File: config.mk
export PLATFORM = sky130hd
export DESIGN_NAME = unicycle_pose_predictor_top
export DESIGN_NICKNAME = d
export VERILOG_FILES = /design/src/rtl/upp_pkg.sv /design/src/rtl/upp_mul.sv /design/src/rtl/upp_cordic.sv /design/src/rtl/unicycle_pose_predictor_top.sv
export SDC_FILE = /design/constraint.sdc
export NUM_CORES = 2
export LEC_CHECK = 0
export BUFFER_PORTS_ARGS = -buffer_cell sky130_fd_sc_hd__buf_2
export CAP_MARGIN = 20
export CORE_ASPECT_RATIO = 0.75
export CORE_MARGIN = 8
export CORE_UTILIZATION = 30
export DETAILED_ROUTE_END_ITERATION = 6
export PLACE_DENSITY = 0.41
export SYNTH_ARGS = -nofsm -noshare
export SYNTH_HDL_FRONTEND = slang
export SYNTH_SLANG_ARGS = --single-unit
export TNS_END_PERCENT = 1
File: constraint.sdc
create_clock -name i_clk -period 17.7 [get_ports i_clk]
set_input_delay 5.31 -clock i_clk [delete_from_list [all_inputs] [get_ports i_clk]]
set_output_delay 5.31 -clock i_clk [all_outputs]
set_load 0.01 [all_outputs]
File: src/rtl/upp_pkg.sv
// upp_pkg: shared constants, cordic result type and arctangent table
// for the unicycle pose predictor; no dependencies
`default_nettype none

package upp_pkg;

    localparam int CORDIC_ITERATIONS_DEF = 16;
    localparam int ATAN_IDX_W            = 5;
    localparam int ANG_W                 = 36;
    localparam int CRD_W                 = 34;
    localparam int ANG_SHIFT             = 18;

    localparam logic signed [ANG_W-1:0] PI_Q30      = 36'sd3373259426;
    localparam logic signed [ANG_W-1:0] TWO_PI_Q30  = 36'sd6746518852;
    localparam logic signed [ANG_W-1:0] HALF_PI_Q30 = 36'sd1686629713;
    localparam logic signed [CRD_W-1:0] GAIN_Q30    = 34'sd652032874;

    localparam logic signed [17:0] PI_Q12     = 18'sd12868;
    localparam logic signed [17:0] TWO_PI_Q12 = 18'sd25736;

    localparam logic [15:0] STEP_TIME_RST = 16'd6554;
    localparam logic [7:0]  HORIZON_RST   = 8'd20;

    localparam logic CFG_STEP_TIME = 1'b0;
    localparam logic CFG_HORIZON   = 1'b1;

    localparam logic CMD_START = 1'b0;
    localparam logic CMD_STEP  = 1'b1;

    typedef struct packed {
        logic               done;
        logic signed [31:0] cos_v;
        logic signed [31:0] sin_v;
    } t_cordic_res;

    // atan(2^-i) in q6.30, truncated
    function automatic logic signed [ANG_W-1:0] atan_q30(input logic [ATAN_IDX_W-1:0] idx);
        logic signed [ANG_W-1:0] v;
        case (idx)
            5'd0:    v = 36'sh03243F6A8;
            5'd1:    v = 36'sh01DAC6705;
            5'd2:    v = 36'sh00FADBAFC;
            5'd3:    v = 36'sh007F56EA6;
            5'd4:    v = 36'sh003FEAB76;
            5'd5:    v = 36'sh001FFD55B;
            5'd6:    v = 36'sh000FFFAAA;
            5'd7:    v = 36'sh0007FFF55;
            5'd8:    v = 36'sh0003FFFEA;
            5'd9:    v = 36'sh0001FFFFD;
            5'd10:   v = 36'sh0000FFFFF;
            5'd11:   v = 36'sh00007FFFF;
            5'd12:   v = 36'sh00003FFFF;
            5'd13:   v = 36'sh00001FFFF;
            5'd14:   v = 36'sh00000FFFF;
            5'd15:   v = 36'sh000007FFF;
            5'd16:   v = 36'sh000003FFF;
            5'd17:   v = 36'sh000001FFF;
            5'd18:   v = 36'sh000000FFF;
            5'd19:   v = 36'sh0000007FF;
            5'd20:   v = 36'sh0000003FF;
            5'd21:   v = 36'sh0000001FF;
            5'd22:   v = 36'sh0000000FF;
            5'd23:   v = 36'sh00000007F;
            default: v = '0;
        endcase
        return v;
    endfunction

endpackage

`default_nettype wire

File: src/rtl/upp_mul.sv
// upp_mul: shared 32x32 signed multiplier with registered product
// depends on nothing
`default_nettype none

module upp_mul (
    input  wire logic               i_clk,
    input  wire logic signed [31:0] i_a,
    input  wire logic signed [31:0] i_b,
    output logic signed [63:0]      o_p
);

    logic signed [63:0] r_p;
    logic signed [63:0] n_p;

    always_comb begin
        n_p = 64'(i_a) * 64'(i_b);
    end

    always_ff @(posedge i_clk) begin
        r_p <= n_p;
    end

    assign o_p = r_p;

endmodule

`default_nettype wire

File: src/rtl/upp_cordic.sv
// upp_cordic: iterative rotation-mode cordic, one rotation per cycle,
// with angle wrap and half-plane fold; depends on upp_pkg
`default_nettype none

module upp_cordic #(
    parameter int ITERATIONS = upp_pkg::CORDIC_ITERATIONS_DEF
) (
    input  wire logic               i_clk,
    input  wire logic               i_rst_n,
    input  wire logic               i_start,
    input  wire logic signed [15:0] i_angle,
    output upp_pkg::t_cordic_res    o_res
);
    import upp_pkg::*;

    typedef enum logic [2:0] {
        C_IDLE = 3'b001,
        C_WRAP = 3'b010,
        C_ROT  = 3'b100
    } t_cstate;

    t_cstate                 r_state, n_state;
    logic signed [ANG_W-1:0] r_z, n_z;
    logic signed [CRD_W-1:0] r_x, n_x;
    logic signed [CRD_W-1:0] r_y, n_y;
    logic [ATAN_IDX_W-1:0]   r_i, n_i;
    logic                    r_neg, n_neg;
    logic                    r_done, n_done;
    logic signed [31:0]      r_cos, n_cos;
    logic signed [31:0]      r_sin, n_sin;

    logic signed [CRD_W-1:0] w_xs, w_ys, w_nx, w_ny;
    logic signed [ANG_W-1:0] w_atan, w_nz;
    logic                    w_last;

    assign w_xs   = r_x >>> r_i;
    assign w_ys   = r_y >>> r_i;
    assign w_atan = atan_q30(r_i);
    assign w_last = (r_i == ATAN_IDX_W'(ITERATIONS - 1));

    always_comb begin
        if (r_z >= 0) begin
            w_nx = r_x - w_ys;
            w_ny = r_y + w_xs;
            w_nz = r_z - w_atan;
        end else begin
            w_nx = r_x + w_ys;
            w_ny = r_y - w_xs;
            w_nz = r_z + w_atan;
        end
    end

    always_comb begin
        n_state = r_state;
        n_z     = r_z;
        n_x     = r_x;
        n_y     = r_y;
        n_i     = r_i;
        n_neg   = r_neg;
        n_done  = 1'b0;
        n_cos   = r_cos;
        n_sin   = r_sin;
        case (r_state)
            C_IDLE: begin
                if (i_start) begin
                    n_z     = ANG_W'(i_angle) <<< ANG_SHIFT;
                    n_state = C_WRAP;
                end
            end
            C_WRAP: begin
                if (r_z > PI_Q30) begin
                    n_z = r_z - TWO_PI_Q30;
                end else if (r_z < -PI_Q30) begin
                    n_z = r_z + TWO_PI_Q30;
                end else begin
                    n_x     = GAIN_Q30;
                    n_y     = '0;
                    n_i     = '0;
                    n_neg   = 1'b0;
                    n_state = C_ROT;
                    // fold into the right half plane
                    if (r_z > HALF_PI_Q30) begin
                        n_z   = r_z - PI_Q30;
                        n_neg = 1'b1;
                    end else if (r_z < -HALF_PI_Q30) begin
                        n_z   = r_z + PI_Q30;
                        n_neg = 1'b1;
                    end
                end
            end
            C_ROT: begin
                n_x = w_nx;
                n_y = w_ny;
                n_z = w_nz;
                n_i = r_i + 1'b1;
                if (w_last) begin
                    n_cos   = r_neg ? 32'(-w_nx) : 32'(w_nx);
                    n_sin   = r_neg ? 32'(-w_ny) : 32'(w_ny);
                    n_done  = 1'b1;
                    n_state = C_IDLE;
                end
            end
            default: begin
                n_state = C_IDLE;
            end
        endcase
    end

    always_ff @(posedge i_clk) begin
        if (!i_rst_n) begin
            r_state <= C_IDLE;
            r_done  <= 1'b0;
        end else begin
            r_state <= n_state;
            r_done  <= n_done;
        end
    end

    always_ff @(posedge i_clk) begin
        r_z   <= n_z;
        r_x   <= n_x;
        r_y   <= n_y;
        r_i   <= n_i;
        r_neg <= n_neg;
        r_cos <= n_cos;
        r_sin <= n_sin;
    end

    assign o_res = '{done: r_done, cos_v: r_cos, sin_v: r_sin};

endmodule

`default_nettype wire

File: src/rtl/unicycle_pose_predictor_top.sv
// Unicycle pose predictor, forward-Euler. A start transfer (cmd 0) loads the
// pose and goes straight to the result stage, S_DONE. A step transfer (cmd 1)
// runs the angle wrap, one cordic rotation per cycle, five passes through the
// single shared 32x32 multiplier (speed*dt, then the x, y, heading and speed
// products), the heading wrap and the load of the output register. One item
// is in flight at a time; a new item is taken while the previous result still
// waits in the output register.
// Depends on upp_pkg, upp_cordic and upp_mul.
`default_nettype none

module unicycle_pose_predictor_top #(
    parameter int CORDIC_ITERATIONS = upp_pkg::CORDIC_ITERATIONS_DEF
) (
    input  wire logic               i_clk,
    input  wire logic               i_rst_n,
    input  wire logic               i_cfg_we,
    input  wire logic               i_cfg_idx,
    input  wire logic [15:0]        i_cfg_data,
    input  wire logic               i_in_valid,
    output logic                    o_in_ready,
    input  wire logic               i_cmd,
    input  wire logic signed [31:0] i_x_in,
    input  wire logic signed [31:0] i_y_in,
    input  wire logic signed [15:0] i_theta_in,
    input  wire logic signed [15:0] i_v_in,
    input  wire logic signed [15:0] i_accel,
    input  wire logic signed [15:0] i_turn_rate,
    output logic                    o_out_valid,
    input  wire logic               i_out_ready,
    output logic signed [31:0]      o_x_out,
    output logic signed [31:0]      o_y_out,
    output logic signed [15:0]      o_theta_out,
    output logic [7:0]              o_step_index,
    output logic                    o_is_last
);
    import upp_pkg::*;

    typedef enum logic [8:0] {
        S_IDLE  = 9'b000000001,
        S_ROT   = 9'b000000010,
        S_MX    = 9'b000000100,
        S_MY    = 9'b000001000,
        S_MH    = 9'b000010000,
        S_MS    = 9'b000100000,
        S_MV    = 9'b001000000,
        S_HWRAP = 9'b010000000,
        S_DONE  = 9'b100000000
    } t_state;

    localparam logic signed [63:0] POS_RND = 64'sh0000_0200_0000_0000;
    localparam logic signed [63:0] Q12_RND = 64'sh0000_0000_0000_8000;

    function automatic logic signed [31:0] sat32(input logic signed [32:0] s);
        logic signed [31:0] v;
        if (s[32] != s[31]) begin
            v = s[32] ? 32'sh8000_0000 : 32'sh7FFF_FFFF;
        end else begin
            v = s[31:0];
        end
        return v;
    endfunction

    function automatic logic signed [15:0] sat16(input logic signed [17:0] s);
        logic signed [15:0] v;
        if ((s[17] != s[16]) || (s[16] != s[15])) begin
            v = s[17] ? 16'sh8000 : 16'sh7FFF;
        end else begin
            v = s[15:0];
        end
        return v;
    endfunction

    t_state             r_state, n_state;
    logic [15:0]        r_step_time, n_step_time;
    logic [7:0]         r_horizon, n_horizon;
    logic signed [31:0] r_pos_x, n_pos_x;
    logic signed [31:0] r_pos_y, n_pos_y;
    logic signed [15:0] r_heading, n_heading;
    logic signed [15:0] r_speed, n_speed;
    logic [7:0]         r_count, n_count;
    logic signed [15:0] r_acc, n_acc;
    logic signed [15:0] r_rate, n_rate;
    logic signed [31:0] r_base, n_base;
    logic signed [17:0] r_h, n_h;
    logic               r_cmd, n_cmd;
    logic               r_ovalid, n_ovalid;
    logic signed [31:0] r_x_out, n_x_out;
    logic signed [31:0] r_y_out, n_y_out;
    logic signed [15:0] r_theta_out, n_theta_out;
    logic [7:0]         r_step_idx, n_step_idx;
    logic               r_is_last, n_is_last;

    t_cordic_res        w_cres;
    logic signed [31:0] w_mul_a, w_mul_b, w_dt;
    logic signed [63:0] w_prod, w_pos_rnd, w_q12_rnd;
    logic signed [21:0] w_dpos;
    logic signed [16:0] w_dq12;
    logic               w_accept;
    logic               w_cstart;

    assign o_in_ready = (r_state == S_IDLE);
    assign w_accept   = i_in_valid && o_in_ready;
    assign w_cstart   = w_accept && (i_cmd == CMD_STEP);
    assign w_dt       = signed'({16'b0, r_step_time});

    upp_cordic #(
        .ITERATIONS (CORDIC_ITERATIONS)
    ) u_cordic (
        .i_clk   (i_clk),
        .i_rst_n (i_rst_n),
        .i_start (w_cstart),
        .i_angle (r_heading),
        .o_res   (w_cres)
    );

    upp_mul u_mul (
        .i_clk (i_clk),
        .i_a   (w_mul_a),
        .i_b   (w_mul_b),
        .o_p   (w_prod)
    );

    // multiplier operand select
    always_comb begin
        case (r_state)
            S_MX: begin
                w_mul_a = signed'(w_prod[31:0]);
                w_mul_b = w_cres.cos_v;
            end
            S_MY: begin
                w_mul_a = r_base;
                w_mul_b = w_cres.sin_v;
            end
            S_MH: begin
                w_mul_a = 32'(r_rate);
                w_mul_b = w_dt;
            end
            S_MS: begin
                w_mul_a = 32'(r_acc);
                w_mul_b = w_dt;
            end
            default: begin
                w_mul_a = 32'(r_speed);
                w_mul_b = w_dt;
            end
        endcase
    end

    assign w_pos_rnd = w_prod + POS_RND;
    assign w_q12_rnd = w_prod + Q12_RND;
    assign w_dpos    = signed'(w_pos_rnd[63:42]);
    assign w_dq12    = signed'(w_q12_rnd[32:16]);

    always_comb begin
        n_state     = r_state;
        n_step_time = r_step_time;
        n_horizon   = r_horizon;
        n_pos_x     = r_pos_x;
        n_pos_y     = r_pos_y;
        n_heading   = r_heading;
        n_speed     = r_speed;
        n_count     = r_count;
        n_acc       = r_acc;
        n_rate      = r_rate;
        n_base      = r_base;
        n_h         = r_h;
        n_cmd       = r_cmd;
        n_ovalid    = r_ovalid && !i_out_ready;
        n_x_out     = r_x_out;
        n_y_out     = r_y_out;
        n_theta_out = r_theta_out;
        n_step_idx  = r_step_idx;
        n_is_last   = r_is_last;

        if (i_cfg_we) begin
            case (i_cfg_idx)
                CFG_STEP_TIME: n_step_time = i_cfg_data;
                CFG_HORIZON:   n_horizon   = i_cfg_data[7:0];
                default:       n_horizon   = r_horizon;
            endcase
        end

        case (r_state)
            S_IDLE: begin
                if (w_accept) begin
                    n_cmd = i_cmd;
                    if (i_cmd == CMD_START) begin
                        n_pos_x   = i_x_in;
                        n_pos_y   = i_y_in;
                        n_heading = i_theta_in;
                        n_speed   = i_v_in;
                        n_count   = '0;
                        n_state   = S_DONE;
                    end else begin
                        n_acc   = i_accel;
                        n_rate  = i_turn_rate;
                        n_state = S_ROT;
                    end
                end
            end
            S_ROT: begin
                if (w_cres.done) begin
                    n_state = S_MX;
                end
            end
            S_MX: begin
                n_base  = signed'(w_prod[31:0]);
                n_state = S_MY;
            end
            S_MY: begin
                n_pos_x = sat32(33'(r_pos_x) + 33'(w_dpos));
                n_state = S_MH;
            end
            S_MH: begin
                n_pos_y = sat32(33'(r_pos_y) + 33'(w_dpos));
                n_state = S_MS;
            end
            S_MS: begin
                n_h     = 18'(r_heading) + 18'(w_dq12);
                n_state = S_MV;
            end
            S_MV: begin
                n_speed = sat16(18'(r_speed) + 18'(w_dq12));
                n_state = S_HWRAP;
            end
            S_HWRAP: begin
                if (r_h > PI_Q12) begin
                    n_h = r_h - TWO_PI_Q12;
                end else if (r_h < -PI_Q12) begin
                    n_h = r_h + TWO_PI_Q12;
                end else begin
                    n_heading = r_h[15:0];
                    n_count   = (r_count != 8'hFF) ? (r_count + 8'd1) : r_count;
                    n_state   = S_DONE;
                end
            end
            S_DONE: begin
                if (!r_ovalid || i_out_ready) begin
                    n_ovalid    = 1'b1;
                    n_x_out     = r_pos_x;
                    n_y_out     = r_pos_y;
                    n_theta_out = r_heading;
                    n_step_idx  = r_count;
                    n_is_last   = (r_count == r_horizon);
                    n_state     = S_IDLE;
                end
            end
            default: begin
                n_state = S_IDLE;
            end
        endcase
    end

    always_ff @(posedge i_clk) begin
        if (!i_rst_n) begin
            r_state     <= S_IDLE;
            r_ovalid    <= 1'b0;
            r_step_time <= STEP_TIME_RST;
            r_horizon   <= HORIZON_RST;
            r_pos_x     <= '0;
            r_pos_y     <= '0;
            r_heading   <= '0;
            r_speed     <= '0;
            r_count     <= '0;
        end else begin
            r_state     <= n_state;
            r_ovalid    <= n_ovalid;
            r_step_time <= n_step_time;
            r_horizon   <= n_horizon;
            r_pos_x     <= n_pos_x;
            r_pos_y     <= n_pos_y;
            r_heading   <= n_heading;
            r_speed     <= n_speed;
            r_count     <= n_count;
        end
    end

    always_ff @(posedge i_clk) begin
        r_acc       <= n_acc;
        r_rate      <= n_rate;
        r_base      <= n_base;
        r_h         <= n_h;
        r_cmd       <= n_cmd;
        r_x_out     <= n_x_out;
        r_y_out     <= n_y_out;
        r_theta_out <= n_theta_out;
        r_step_idx  <= n_step_idx;
        r_is_last   <= n_is_last;
    end

    assign o_out_valid  = r_ovalid;
    assign o_x_out      = r_x_out;
    assign o_y_out      = r_y_out;
    assign o_theta_out  = r_theta_out;
    assign o_step_index = r_step_idx;
    assign o_is_last    = r_is_last;

`ifndef SYNTHESIS
    // cordic finishes only while the sequencer waits for it
    a_cordic_done_in_rot: assert property (@(posedge i_clk) disable iff (!i_rst_n)
        w_cres.done |-> (r_state == S_ROT))
        else $error("cordic done outside rotation wait");

    // heading is wrapped once a step is finished
    a_heading_wrapped: assert property (@(posedge i_clk) disable iff (!i_rst_n)
        ((r_state == S_DONE) && (r_cmd == CMD_STEP))
            |-> ((18'(r_heading) <= PI_Q12) && (18'(r_heading) >= -PI_Q12)))
        else $error("heading out of range after step");

    // start transfer clears the step count and goes straight to the result
    a_start_clears: assert property (@(posedge i_clk) disable iff (!i_rst_n)
        (w_accept && (i_cmd == CMD_START)) |=> ((r_state == S_DONE) && (r_count == 8'd0)))
        else $error("start transfer did not load pose");
`endif

endmodule

`default_nettype wire
==> results.md <==
- Final hold vios: 0
- Antenna violations before repair: 9
- Worst-Skew Late Latency: 0.71 ns
- Leakage: 0.03688 uW
- Fmax: 80.80 MHz
- # IOs: 242
- CP Data Required Time: 18.30 ns
- Crit start category: register
- DRT iter0 DRCs: 6271
- Cell Area, Synth: 0.07745 mm^2
- Critical path fanouts, max: 45
- Gr usage total: 0.2255
- Worst Setup Path Type: register to register
- Post-synth top flop: edfxtp_1
- Fraction of layout cells with a size suffix above 1: 0.08947
- Asr flop ratio synth: 0
- Cts hold-fix bufs: 0
- Setup TNS: 0 ns
- Yosys warning count: 0
- Critical path's slowest cell: fa_1
- Setup Buffers After CTS: 0
- Die ar.: 0.2748 mm^2
- Detailed Routing Iterations Pass 1: 6
- Worst Skew: 0.04754 ns
- WP data arrival: 12.98 ns
- Post-synth EDFFs: 345
- Vias per Instance: 5.322
- Sink Count: 573
- Most used cell, CP: fa_1
- Initial Util: 0.3018
- Post-Route WL: 317900 um
- Clock-pin slew on the worst setup and hold paths: 0.06 ns
- Post-synthesis sequential area ratio: 0.1927
- Via count: 64160
- Dpl hpwl: 258400 um
- Buffers & Inverters on Critical Path: 6
- Family with the most delay on the worst path: adder cells
- Final Setup Violations: 0
- Avg WL per Cell: 26.37 um
- Final Cycle Share: 0.6993
- CTS tree: done
- H-tree levels: 3
- Area grow syn2layout: 10.13%
- First-pass GRT wire length: 462400 um
- Rel. slew slack: 0.03876
- # port buffers: 241
- Max Root-Sink Buffers: 3
- Largest net degree at the start of global routing: 65
- Max cap viols: 0
- WHS: 0.4344 ns
- Status: complete, no violations
- Gpl congestion: 0.9183
- Drc violations: 0
- Syn nets: 10160
- Die Height: 456.0 um
- GRT overflow: 0
- Core ar.: 0.2566 mm^2
- Root Driver: clkbuf_16
- Mean post-synth cell area: 9.111 um^2
- Post-route ant nets: 0
- RSZ-0062 raised after global routing: no
- Worst vdd ir: 0.06405 mV
- Max-slew violation count: 0
- Total power per unit cell area: 64.57 mW/mm^2
- Vias in the first global route: 64370
- Worst-Margin Slew: 1.442 ns
- Yosys reg bits: 573
- Cells after Synth: 8501
- Worst Hold Class: register to register
- CTS buffer count: 71
- CP peak stage delay: 1.26 ns
- Post-CTS sizing: 0
- CP endpoint kind: register
- Layout Utilization: 0.3324
- Distinct cells, synth: 95
- Period minus WS final: 12.38 ns
- Horizontal die dimension: 602.7 um
- Post-layout nets: 10230
- Row count: 161
-- stage by stage --
step	power [uW]	setup WS [ns]	std cells	area, um^2
floorplan	3166	7.586	8501	77450
global placement	3956	5.561	11910	82770
detailed placement	3970	5.422	11920	82870
CTS	5538	5.371	12050	85260
global route	5847	4.511	12050	85290
finish	5507	5.323	12060	85300
-- power breakdown --
group | internal (uW) | total [uW] | switching [uW]
clock network | 889 | 1540 | 650
logic | 847 | 2300 | 1460
registers | 1520 | 1670 | 141
total | 3260 | 5510 | 2250
-- cell usage after synthesis (82+ instances only) --
cell / count / share of area
a21o_1: 145 / 0.014
a21oi_1: 373 / 0.024
clkbuf_1: 352 / 0.017
dfxtp_1: 228 / 0.059
edfxtp_1: 345 / 0.13
fa_1: 1090 / 0.28
ha_1: 420 / 0.068
inv_1: 1066 / 0.052
mux2i_1: 103 / 0.013
mux4_2: 82 / 0.024
nand2_1: 987 / 0.048
nand2b_1: 87 / 0.0070
nand3_1: 150 / 0.0097
nor2_1: 903 / 0.044
nor3_1: 101 / 0.0065
o21ai_0: 330 / 0.021
xnor2_1: 267 / 0.030
xor2_1: 189 / 0.021
-- cell families after synthesis --
| logic type | count (synthesis) | synth area share |
|---|---|---|
| compound gates | 1586 | 0.1344 |
| buf+inv | 1488 | 0.07378 |
| fa+ha+maj | 1511 | 0.3497 |
| simple gates | 2660 | 0.1527 |
| flops | 573 | 0.1927 |
| xor+xnor | 456 | 0.05157 |
| mux | 227 | 0.04520 |
-- final cells by class --
class / count / area (um^2)
Timing Repair Buffer: 415 / 2574
Clock inverter: 39 / 441.7
Clock buffer: 91 / 1953
Fill cell: 26760 / 171300
Inverter: 1071 / 4020
Multi-Input combinational cell: 6440 / 57090
Tap cell: 3423 / 4283
Antenna cell: 3 / 7.507
Sequential cell: 573 / 14920
-- cell usage in the layout (no fill, tap or decap), drive strengths merged, types with 38 or more instances in the layout --
cell type / count
fa: 1090
inv: 1074
nand2: 987
nor2: 903
ha: 420
buf: 415
a21oi: 373
o21ai: 349
edfxtp: 345
xnor2: 267
dfxtp: 228
xor2: 189
nand3: 150
a21o: 145
mux2i: 103
nor3: 102
mux4: 92
clkbuf: 91
nand2b: 87
a22oi: 81
o21a: 71
a31oi: 66
nor2b: 66
and3: 60
and2: 59
o31ai: 54
o22ai: 47
nand4: 46
a211oi: 44
or3: 40
a221oi: 38
-- state kept, by name, indices dropped and copies added, names as in the netlist, 8 cells and up --
name / cells
u_mul.o_p: 56
r_base: 32
r_speed: 16
u_cordic.r_y: 34
u_cordic.r_x: 34
r_horizon: 8
r_h: 18
u_cordic.r_cos: 32
o_theta_out: 16
u_cordic.w_atan: 30
o_y_out: 32
r_heading: 16
r_pos_y: 32
r_acc: 16
u_cordic.r_z: 36
o_x_out: 32
r_step_time: 16
o_step_index: 8
r_count: 8
r_rate: 16
u_cordic.r_sin: 32
r_pos_x: 32
r_state: 9
-- final timing paths --
kind / from / endpoint / slack [ns] / cells after the start
setup / recovery: r_state[3]$_SDFFE_PN0P_ / u_mul.o_p[63]$_DFF_P_ / 5.32 / 32
hold / removal: u_mul.o_p[8]$_DFF_P_ / r_base[8]$_DFFE_PN_ / 0.43 / 0
setup reg to reg: r_state[3]$_SDFFE_PN0P_ / u_mul.o_p[63]$_DFF_P_ / 5.32 / 32
hold reg to reg: u_mul.o_p[8]$_DFF_P_ / r_base[8]$_DFFE_PN_ / 0.43 / 0
-- layer usage --
layer | track usage | vias up | wire length [um]
li1 | - | 28640 | -
met1 | 0.3511 | 32860 | 157600
met2 | 0.3222 | 2408 | 128800
met3 | 0.04368 | 246 | 25590
met4 | 0.04082 | 0 | 5876
met5 | 0 | - | 0
(Power assumes the default switching activity.)
